[config.mk]
export PLATFORM = sky130hd
export DESIGN_NAME = encoder_frame_delta_parser
export DESIGN_NICKNAME = d
export VERILOG_FILES = /design/src/rtl/efdp_pkg.sv /design/src/rtl/efdp_parser.sv /design/src/rtl/efdp_delta.sv /design/src/rtl/encoder_frame_delta_parser.sv
export SDC_FILE = /design/constraint.sdc
export NUM_CORES = 2
export LEC_CHECK = 0
export ABC_AREA = 1
export BUFFER_PORTS_ARGS = -buffer_cell sky130_fd_sc_hd__buf_2
export CAP_MARGIN = 15
export CORE_MARGIN = 3
export CORE_UTILIZATION = 45
export DETAILED_ROUTE_END_ITERATION = 6
export REMOVE_ABC_BUFFERS = 1
export SLEW_MARGIN = 20
export SYNTH_ARGS = -nofsm -noshare
export SYNTH_HDL_FRONTEND = slang
export SYNTH_SLANG_ARGS = --single-unit
[constraint.sdc]
create_clock -name clk -period 30.4 [get_ports clk]
set_clock_uncertainty 0.05 [all_clocks]
set_input_delay 3.04 -clock clk [delete_from_list [all_inputs] [get_ports clk]]
set_output_delay 3.04 -clock clk [all_outputs]
set_load 0.01 [all_outputs]
[src/rtl/efdp_pkg.sv]
// Package for the encoder frame delta parser.
// Holds frame constants, status and phase codes, register indexes and the
// structs passed between the parser and the delta pipeline. No dependencies.
`timescale 1ns / 1ps

package efdp_pkg;

  localparam int DATA_W            = 32;
  localparam int CFG_W             = 31;
  localparam int COUNT_WIDTH_DEF   = 32;

  // Frame bytes
  localparam logic [7:0] START_BYTE = 8'hFF;
  localparam logic [7:0] ENC_LEN    = 8'h0D;
  localparam logic [7:0] ID_FIRST   = 8'h03;
  localparam logic [7:0] ID_SECOND  = 8'h05;
  localparam logic [7:0] ENC_BODY   = ENC_LEN - 8'd2;

  // Register indexes and reset values
  localparam logic CFG_WRAP_MODULUS = 1'b0;
  localparam logic CFG_JUMP_LIMIT   = 1'b1;
  localparam logic [CFG_W-1:0] WRAP_RESET = 31'd65536;
  localparam logic [CFG_W-1:0] JUMP_RESET = 31'd32768;

  typedef enum logic [1:0] {
    ST_OK        = 2'd0,
    ST_BAD_START = 2'd1,
    ST_BAD_ID    = 2'd2,
    ST_SKIPPED   = 2'd3
  } status_t;

  typedef enum logic [1:0] {
    PH_IDLE   = 2'd0,
    PH_LENGTH = 2'd1,
    PH_BODY   = 2'd2
  } phase_t;

  // One parsed frame event: current and previous counts per wheel
  typedef struct packed {
    status_t             status;
    logic [DATA_W-1:0]   left_now;
    logic [DATA_W-1:0]   left_prev;
    logic [DATA_W-1:0]   right_now;
    logic [DATA_W-1:0]   right_prev;
  } evt_t;

  // One result item
  typedef struct packed {
    status_t             status;
    logic [DATA_W-1:0]   left_delta;
    logic [DATA_W-1:0]   right_delta;
    logic [DATA_W-1:0]   left_count;
    logic [DATA_W-1:0]   right_count;
  } res_t;

endpackage

[src/rtl/efdp_parser.sv]
// Byte-level frame parser: start/length/body state machine, count shift
// registers and stored previous counts. Emits one registered event per frame or
// bad start byte. Depends on efdp_pkg.
`timescale 1ns / 1ps

module efdp_parser
  import efdp_pkg::*;
#(
  parameter int COUNT_WIDTH = COUNT_WIDTH_DEF
) (
  input  logic        clk,
  input  logic        rst,
  input  logic        adv,        // pipeline moves this cycle
  input  logic        take,       // byte transfer this cycle
  input  logic [7:0]  rx_byte,
  output logic        ev_valid,
  output evt_t        ev
);

  localparam int SHIFT = DATA_W - COUNT_WIDTH;

  // Body positions within an encoder frame
  localparam logic [7:0] POS_ID0   = 8'd0;
  localparam logic [7:0] POS_ID1   = 8'd1;
  localparam logic [7:0] POS_L_LO  = 8'd2;
  localparam logic [7:0] POS_L_HI  = 8'd5;
  localparam logic [7:0] POS_R_LO  = 8'd6;
  localparam logic [7:0] POS_R_HI  = 8'd9;

  phase_t             phase, phase_next;
  logic [7:0]         bytes_left, bytes_left_next;
  status_t            frame_kind, frame_kind_next;
  logic               identity_ok, identity_ok_next;
  logic [DATA_W-1:0]  left_shift, left_shift_next;
  logic [DATA_W-1:0]  right_shift, right_shift_next;
  logic [DATA_W-1:0]  left_prev, left_prev_next;
  logic [DATA_W-1:0]  right_prev, right_prev_next;
  logic               primed, primed_next;

  logic               emit;
  evt_t               ev_next;

  logic [7:0]         pos;
  logic [DATA_W-1:0]  left_now, right_now;
  logic               last_body;

  assign pos       = ENC_BODY - bytes_left;
  assign last_body = (bytes_left <= 8'd1);

  // Keep the low COUNT_WIDTH bits and sign-extend
  assign left_now  = DATA_W'($signed(left_shift << SHIFT) >>> SHIFT);
  assign right_now = DATA_W'($signed(right_shift << SHIFT) >>> SHIFT);

  // Next state
  always_comb begin
    phase_next       = phase;
    bytes_left_next  = bytes_left;
    frame_kind_next  = frame_kind;
    identity_ok_next = identity_ok;
    left_shift_next  = left_shift;
    right_shift_next = right_shift;
    left_prev_next   = left_prev;
    right_prev_next  = right_prev;
    primed_next      = primed;
    case (phase)
      PH_IDLE: begin
        if (rx_byte == START_BYTE) begin
          phase_next = PH_LENGTH;
        end
      end
      PH_LENGTH: begin
        if (rx_byte == ENC_LEN) begin
          frame_kind_next  = ST_OK;
          identity_ok_next = 1'b1;
          bytes_left_next  = ENC_BODY;
          phase_next       = PH_BODY;
        end else begin
          frame_kind_next  = ST_SKIPPED;
          identity_ok_next = 1'b0;
          if (rx_byte <= 8'd2) begin
            bytes_left_next = 8'd0;
            phase_next      = PH_IDLE;
          end else begin
            bytes_left_next = rx_byte - 8'd2;
            phase_next      = PH_BODY;
          end
        end
      end
      PH_BODY: begin
        if (frame_kind == ST_OK) begin
          if (pos == POS_ID0) begin
            if (rx_byte != ID_FIRST) identity_ok_next = 1'b0;
          end else if (pos == POS_ID1) begin
            if (rx_byte != ID_SECOND) identity_ok_next = 1'b0;
          end else if (pos >= POS_L_LO && pos <= POS_L_HI) begin
            left_shift_next = {left_shift[DATA_W-9:0], rx_byte};
          end else if (pos >= POS_R_LO && pos <= POS_R_HI) begin
            right_shift_next = {right_shift[DATA_W-9:0], rx_byte};
          end
        end
        if (!last_body) begin
          bytes_left_next = bytes_left - 8'd1;
        end else begin
          bytes_left_next = 8'd0;
          phase_next      = PH_IDLE;
          if (frame_kind == ST_OK && identity_ok) begin
            left_prev_next  = left_now;
            right_prev_next = right_now;
            primed_next     = 1'b1;
          end
        end
      end
      default: begin
        phase_next = PH_IDLE;
      end
    endcase
  end

  // Event outputs; non-encoder results carry now == prev so the change is zero
  always_comb begin
    emit              = 1'b0;
    ev_next.status    = ST_OK;
    ev_next.left_now  = left_prev;
    ev_next.left_prev = left_prev;
    ev_next.right_now = right_prev;
    ev_next.right_prev = right_prev;
    case (phase)
      PH_IDLE: begin
        if (rx_byte != START_BYTE) begin
          emit           = 1'b1;
          ev_next.status = ST_BAD_START;
        end
      end
      PH_LENGTH: begin
        if (rx_byte != ENC_LEN && rx_byte <= 8'd2) begin
          emit           = 1'b1;
          ev_next.status = ST_SKIPPED;
        end
      end
      PH_BODY: begin
        if (last_body) begin
          emit = 1'b1;
          if (frame_kind != ST_OK) begin
            ev_next.status = ST_SKIPPED;
          end else if (!identity_ok) begin
            ev_next.status = ST_BAD_ID;
          end else begin
            ev_next.status     = ST_OK;
            ev_next.left_now   = left_now;
            ev_next.right_now  = right_now;
            ev_next.left_prev  = primed ? left_prev : left_now;
            ev_next.right_prev = primed ? right_prev : right_now;
          end
        end
      end
      default: begin
        emit = 1'b0;
      end
    endcase
  end

  // Parser state
  always_ff @(posedge clk) begin
    if (rst) begin
      phase       <= PH_IDLE;
      bytes_left  <= 8'd0;
      frame_kind  <= ST_OK;
      identity_ok <= 1'b0;
      left_shift  <= '0;
      right_shift <= '0;
      left_prev   <= '0;
      right_prev  <= '0;
      primed      <= 1'b0;
    end else if (take) begin
      phase       <= phase_next;
      bytes_left  <= bytes_left_next;
      frame_kind  <= frame_kind_next;
      identity_ok <= identity_ok_next;
      left_shift  <= left_shift_next;
      right_shift <= right_shift_next;
      left_prev   <= left_prev_next;
      right_prev  <= right_prev_next;
      primed      <= primed_next;
    end
  end

  // Event register
  always_ff @(posedge clk) begin
    if (rst) begin
      ev_valid <= 1'b0;
    end else if (adv) begin
      ev_valid <= take && emit;
    end
  end

  always_ff @(posedge clk) begin
    if (adv) begin
      ev <= ev_next;
    end
  end

endmodule

[src/rtl/efdp_delta.sv]
// Delta pipeline: difference, wrap test, wrap correction and negation of the
// right change, ending in the result register. Depends on efdp_pkg.
`timescale 1ns / 1ps

module efdp_delta
  import efdp_pkg::*;
(
  input  logic              clk,
  input  logic              rst,
  input  logic              adv,
  input  logic              ev_valid,
  input  evt_t              ev,
  input  logic [CFG_W-1:0]  wrap_modulus,
  input  logic [CFG_W-1:0]  jump_limit,
  output logic              res_valid,
  output res_t              res
);

  logic [DATA_W-1:0] modulus, limit;
  assign modulus = {1'b0, wrap_modulus};
  assign limit   = {1'b0, jump_limit};

  // Stage 2: raw changes
  logic              s2_valid;
  status_t           s2_status;
  logic [DATA_W-1:0] s2_dl, s2_dr, s2_lc, s2_rc;

  // Stage 3: wrap decision, right change pre-negated
  logic              s3_valid;
  status_t           s3_status;
  logic [DATA_W-1:0] s3_dl, s3_ndr, s3_lc, s3_rc;
  logic              s3_l_add, s3_l_sub, s3_r_add, s3_r_sub;

  // A negative change exceeds the limit when ~d >= limit; a positive one when d > limit
  function automatic logic wrap_add(input logic [DATA_W-1:0] d, input logic [DATA_W-1:0] lim);
    wrap_add = d[DATA_W-1] && (~d >= lim);
  endfunction

  function automatic logic wrap_sub(input logic [DATA_W-1:0] d, input logic [DATA_W-1:0] lim);
    wrap_sub = !d[DATA_W-1] && (d > lim);
  endfunction

  // Valid bits
  always_ff @(posedge clk) begin
    if (rst) begin
      s2_valid  <= 1'b0;
      s3_valid  <= 1'b0;
      res_valid <= 1'b0;
    end else if (adv) begin
      s2_valid  <= ev_valid;
      s3_valid  <= s2_valid;
      res_valid <= s3_valid;
    end
  end

  // Payload stages
  always_ff @(posedge clk) begin
    if (adv) begin
      s2_status <= ev.status;
      s2_dl     <= ev.left_now - ev.left_prev;
      s2_dr     <= ev.right_now - ev.right_prev;
      s2_lc     <= ev.left_now;
      s2_rc     <= ev.right_now;

      s3_status <= s2_status;
      s3_dl     <= s2_dl;
      s3_ndr    <= DATA_W'(0) - s2_dr;
      s3_lc     <= s2_lc;
      s3_rc     <= s2_rc;
      s3_l_add  <= wrap_add(s2_dl, limit);
      s3_l_sub  <= wrap_sub(s2_dl, limit);
      s3_r_add  <= wrap_add(s2_dr, limit);
      s3_r_sub  <= wrap_sub(s2_dr, limit);

      res.status      <= s3_status;
      res.left_delta  <= s3_l_add ? s3_dl + modulus :
                         s3_l_sub ? s3_dl - modulus : s3_dl;
      // -(d + m) = -d - m and -(d - m) = -d + m
      res.right_delta <= s3_r_add ? s3_ndr - modulus :
                         s3_r_sub ? s3_ndr + modulus : s3_ndr;
      res.left_count  <= s3_lc;
      res.right_count <= s3_rc;
    end
  end

endmodule

[src/rtl/encoder_frame_delta_parser.sv]
// Encoder frame delta parser: top level with configuration registers, stream
// handshake and the two stages below. Depends on efdp_pkg, efdp_parser,
// efdp_delta.
`timescale 1ns / 1ps

// Takes one received byte per transfer on s_* and finds frames of the form
// 0xFF, length, body. A 13-byte frame with identity 03 05 carries big-endian
// left and right encoder counts; its last byte yields one result with the
// wrap-corrected left change and negated right change since the last good
// frame (zero for the first). Bad start bytes, bad identities and skipped
// frames yield status-only results; other bytes yield nothing. A byte is
// taken every cycle while the result register is empty or being taken;
// a result passes the four parse/difference/wrap-test/correction registers.
// Configuration writes take effect at once and belong only in idle time.

module encoder_frame_delta_parser
  import efdp_pkg::*;
#(
  parameter int COUNT_WIDTH = COUNT_WIDTH_DEF
) (
  input  logic              clk,
  input  logic              rst,
  // Input stream; tdata: rx_byte[7:0]
  input  logic              s_tvalid,
  output logic              s_tready,
  input  logic [7:0]        s_tdata,
  // Result stream; tdata: status[1:0], left_delta[33:2], right_delta[65:34],
  // left_count[97:66], right_count[129:98], zero[135:130]
  output logic              m_tvalid,
  input  logic              m_tready,
  output logic [135:0]      m_tdata,
  // Configuration write port
  input  logic              cfg_we,
  input  logic              cfg_index,
  input  logic [CFG_W-1:0]  cfg_data
);

  logic [CFG_W-1:0] wrap_modulus, jump_limit;
  logic             adv, take;
  logic             ev_valid;
  evt_t             ev;
  res_t             res;

  // Configuration registers
  always_ff @(posedge clk) begin
    if (rst) begin
      wrap_modulus <= WRAP_RESET;
      jump_limit   <= JUMP_RESET;
    end else if (cfg_we) begin
      case (cfg_index)
        CFG_WRAP_MODULUS: wrap_modulus <= cfg_data;
        CFG_JUMP_LIMIT:   jump_limit   <= cfg_data;
        default:          wrap_modulus <= wrap_modulus;
      endcase
    end
  end

  // Whole pipeline moves when the result register is free
  assign adv      = !m_tvalid || m_tready;
  assign s_tready = adv;
  assign take     = s_tvalid && adv;

  efdp_parser #(
    .COUNT_WIDTH (COUNT_WIDTH)
  ) u_parser (
    .clk      (clk),
    .rst      (rst),
    .adv      (adv),
    .take     (take),
    .rx_byte  (s_tdata),
    .ev_valid (ev_valid),
    .ev       (ev)
  );

  efdp_delta u_delta (
    .clk          (clk),
    .rst          (rst),
    .adv          (adv),
    .ev_valid     (ev_valid),
    .ev           (ev),
    .wrap_modulus (wrap_modulus),
    .jump_limit   (jump_limit),
    .res_valid    (m_tvalid),
    .res          (res)
  );

  assign m_tdata = {6'd0, res.right_count, res.left_count, res.right_delta,
                    res.left_delta, res.status};

  // Status-only results carry zero changes
  a_zero_delta: assert property (@(posedge clk) disable iff (rst)
    m_tvalid && (m_tdata[1:0] != ST_OK) |-> (m_tdata[65:2] == 64'd0))
    else $error("nonzero change on a status-only result");

  // Input is held off only while a result waits
  a_stall: assert property (@(posedge clk) disable iff (rst)
    !s_tready |-> (m_tvalid && !m_tready))
    else $error("input stalled without a pending result");

  // A held result does not change
  a_hold: assert property (@(posedge clk) disable iff (rst)
    m_tvalid && !m_tready |=> m_tvalid && $stable(m_tdata))
    else $error("pending result changed");

endmodule

# After elaboration in Yosys (flattened, before gate mapping)
# Cells that the tools add are included.
# word_totals
wordCells	144
latch_bits	0
ff_bits	732
mem_count	0
ramBits	0
mem_bits_ro	0
# op_classes
n_div	0
shift	0
n_eq_ne	15
add_sub_neg	10
mul	0
n_lt_le_gt_ge	10
mux	36
n_bitwise	6
n_reduce_logical	28
# ops
operator	n
$mux W128	3
$mux W32	6
$mux W130	1
$add A32 B31 Y32	2
$ge A32 B31 Y1	2
$gt A32 B31 Y1	2
$not A32 Y32	2
$sub A32 B31 Y32	2
$sub A32 B32 Y32	2
$sub A1 B32 Y32 const A	1
$mux W8	3
$mux W2	8
$pmux W8 S2	1
$pmux W2 S3	2
$reduce_and A6 Y1	2
$logic_and A1 B1 Y1	10
$mux W1	10
$eq A8 B1 Y1 const B	1
$eq A8 B4 Y1 const B	1
$eq A8 B8 Y1 const B	1
$ge A8 B2 Y1 const B	1
$ge A8 B3 Y1 const B	1
$le A8 B1 Y1 const B	1
$le A8 B2 Y1 const B	1
other kinds (26)	39

# Depth between registers and ports, before layout
# logic_depth
word_depth	6
ltp_mapped	17
ltp_nobuf	17

# Hierarchy
# A second synthesis with hierarchy kept.
# hier_totals
hier_cells	5321
hier_area_um2	43182.7
# by_module_without_submodules
module	cells_each	instances	area_per_inst_um2	seq_area_each_um2
efdp_delta	3648	1	29115.4	11891.4
efdp_parser	1327	1	11613.6	6746.5
encoder_frame_delta_parser	346	1	2453.6	1241.2

# Least setup slack after synthesis
# No wires, ideal clock.
# synth_timing
kind	in2out
startpoint	in m_tready
endpoint	out s_tready
setup_slack_ps	13972
cell_stages	2
path_buffers	0
arrival_ps	13338
cell_sequence	nor2_1 inv_1
# synth_between
elab_chain_len	1
# synth_lines
element	line	text
start, declared	encoder_frame_delta_parser.sv:30	input logic m_tready,
$logic_or A1 B1 Y1	encoder_frame_delta_parser.sv:59	assign adv = !m_tvalid || m_tready;
end, declared	encoder_frame_delta_parser.sv:25	output logic s_tready,
# No other way between the ends.

# Final worst setup path
# Ends and elaborated chain as after synthesis.

==> flow_summary.json <==
{
  "status": "finished, final reports clean",
  "timing.hold.ws_ns": 0.360,
  "postCtsSetupRepairBufs": 0,
  "grt_max_degree": 146,
  "crit_top_cell": "buf_2",
  "crit_chain": "buf_2, nor2_1, inv_8, buf_2",
  "yosys.area.top_type_share": 0.369,
  "rsz0062_at_grt": "false",
  "grt_first_pass_wirelength_um": 192000,
  "max_stage_delay_ns": 0.42,
  "finalCritPeriodShare": 0.240,
  "gp_congestion": 0.967,
  "cp-endpoint": "s_tready",
  "grt_pass1_vias": 32600,
  "cts-root-buf": "clkbuf_16",
  "reg2reg_from": "u_parser.bytes_left[1]$_SDFFE_PP0P_",
  "maxCapViolations": 0,
  "fillers": 9220,
  "worst_setup_path_start_kind": "input port",
  "critPathBufInv": 3,
  "wire_per_inst_um": 19.1,
  "syn_to_final_growth_pct": 10.7,
  "routed_wl_um": 127000,
  "cts_tree": "yes",
  "crit_slowest_cell": "nor2_1",
  "dieArea_mm2": 0.0984,
  "final_area_mm2": 0.0472,
  "synthMostInstantiatedCell": "nand2_1",
  "syn_area_mm2": 0.0426,
  "crit_required_ns": 27.31,
  "io_pins": 183,
  "place_area_mm2": 0.0445,
  "cts_resized": 0,
  "ant_nets": 0,
  "critical_path.top_delay_family": "buffers and inverters",
  "pre_cts_ws_ns": 23.06,
  "finalHoldViolations": 0,
  "insertion_delay_ns": 0.65,
  "p_leak_nw": 21.6,
  "fp.coreArea_mm2": 0.0936,
  "synth_ff_type": "edfxtp_1",
  "clk_pin_slew_ns": 0.06,
  "initial_core_util": 0.455,
  "clockBufferDepth": 3,
  "synth-seq-cells": 731,
  "rows": 112,
  "antenna_found_initial": 4,
  "fin_ws_ns": 23.10,
  "post-route-min-period_ns": 7.30,
  "timing.hold.worst.class": "reg2reg",
  "crit_path_max_fanout": 115,
  "drive_gt1_frac": 0.0637,
  "max_slew_margin": 0.328,
  "die_w_um": 314,
  "first_iter_violations": 2786,
  "finalSetupViolCount": 0,
  "synth.top_cells.by_count": "1,054 x nand2_1, 707 x inv_1, 550 x nor2_1",
  "grt_overflow_total": 0,
  "portBuffers": 176,
  "dp_hpwl_um": 98000,
  "setup.worst_path.start": "m_tready",
  "synth_edf_count": 524,
  "fin_setup_tns_ns": 0,
  "synth_top_area_cell": "edfxtp_1",
  "fmax_mhz": 137,
  "ys_types": 47,
  "synth_async_sr_flop_share": 0,
  "nNetsFinal": 5681,
  "dr.pass1.iters": 7,
  "yosysWarningCount": 0,
  "slew_viol_final": 0,
  "regArea_mm2": 0.0199,
  "syn_inst": 5182,
  "placedCellCount": 6474,
  "vias_per_cell": 5.26,
  "ys_seq_area_frac": 0.467,
  "holdBufCountCts": 0,
  "drc": 0,
  "total_power_mw": 3.83,
  "vias": 34900,
  "cts.sinks": 731,
  "die_y_um": 314,
  "multiInputGateArea_mm2": 0.0193,
  "vdd_drop_max_uv": 45.7,
  "htreeDepth": 3,
  "stdcell_count": 6626,
  "power.density_mw_per_mm2": 81.3,
  "utilization": 0.504,
  "r2r-end": "u_parser.ev[2]$_DFFE_PN_",
  "cp.depth": 4,
  "syn_avg_cell_area_um2": 8.22,
  "largest_registers": "u_delta.res (130), u_parser.ev (130)",
  "grt_use_total": 0.254,
  "r2r_slack_ns": 26.52,
  "cp-end-kind": "output port",
  "cts_made_buffers": 80,
  "criticalPathCategory": "in2out",
  "cp.arrival_ns": 4.21,
  "worst_pin_slew_ns": 1.00,
  "synth.area.top_cells": "edfxtp_1 37%, dfxtp_1 9.7%, ha_1 9.6%",
  "reg2reg_depth": 9
}
## kinds of logic after synthesis
kind of cell               count (synthesis)  share of synthesized area
other                                      1                  0.0000880
AOI/OAI and AO/OA                       1066                      0.132
buffers and inverters                    877                     0.0803
and+or+nand+nor                         2071                      0.201
adders and majority gates                334                     0.0991
xor gates and xnor gates                 102                     0.0210
DFF                                      731                      0.467
## per-layer routing
layer  vias to the layer above  GRT usage  routed length [um]
met2                       988      0.416               58100
met1                     16200      0.344               56600
li1                      17500          -                   -
met4                         0     0.0997                5430
met3                       185     0.0301                6650
met5                         -          0                   0
## where the power goes
part	internal, mW	switching [mW]	total (mW)
sequential	1.27	0.135	1.40
combinational	0.470	1.01	1.48
clock	0.545	0.409	0.954
total	2.28	1.55	3.83
## worst min path at each step
stage / from / cells past startpoint / endpoint
final: u_delta.s3_lc[20]$_DFFE_PN_ / 0 / u_delta.res[52]$_DFFE_PN_
after floorplan: u_delta.s3_rc[0]$_DFFE_PN_ / 0 / u_delta.res[0]$_DFFE_PN_
after global placement: u_delta.s2_lc[27]$_DFFE_PN_ / 0 / u_delta.s3_lc[27]$_DFFE_PN_
after detailed placement: u_delta.s3_lc[1]$_DFFE_PN_ / 0 / u_delta.res[33]$_DFFE_PN_
after global routing: u_delta.s2_rc[21]$_DFFE_PN_ / 0 / u_delta.s3_rc[21]$_DFFE_PN_
after CTS: u_delta.s3_lc[20]$_DFFE_PN_ / 0 / u_delta.res[52]$_DFFE_PN_
## layout by cell type (no fill, tap or decap), drive strengths merged, types with 15 or more instances in the layout
master,count
nand2,1057
inv,710
nor2,558
edfxtp,524
a21oi,508
o21ai,441
ha,328
nand3,244
dfxtp,207
buf,200
clkbuf,112
nor3,103
xor2,79
nand4,69
o21bai,35
clkinv,28
xnor2,23
o211ai,16
a21o,15
## cell type report
type | count | area share
Tap cell | 1254 | 0.0333
Clock inverter | 37 | 0.00947
Sequential cell | 731 | 0.422
Antenna cell | 3 | 0.000159
Inverter | 710 | 0.0567
Clock buffer | 112 | 0.0456
Multi-Input combinational cell | 3579 | 0.410
Timing Repair Buffer | 200 | 0.0228
## worst reg2reg max path: stages, from the launching register on
cell     delay (ns)
dfxtp_1        0.35
inv_1          0.21
ha_1           0.25
o21ai_0        0.11
nor2_2         0.23
nand2_1        0.14
nor2_4         0.76
nand2_4        0.52
buf_4          0.55
o21ai_0        0.50
(Power assumes the default switching activity.)
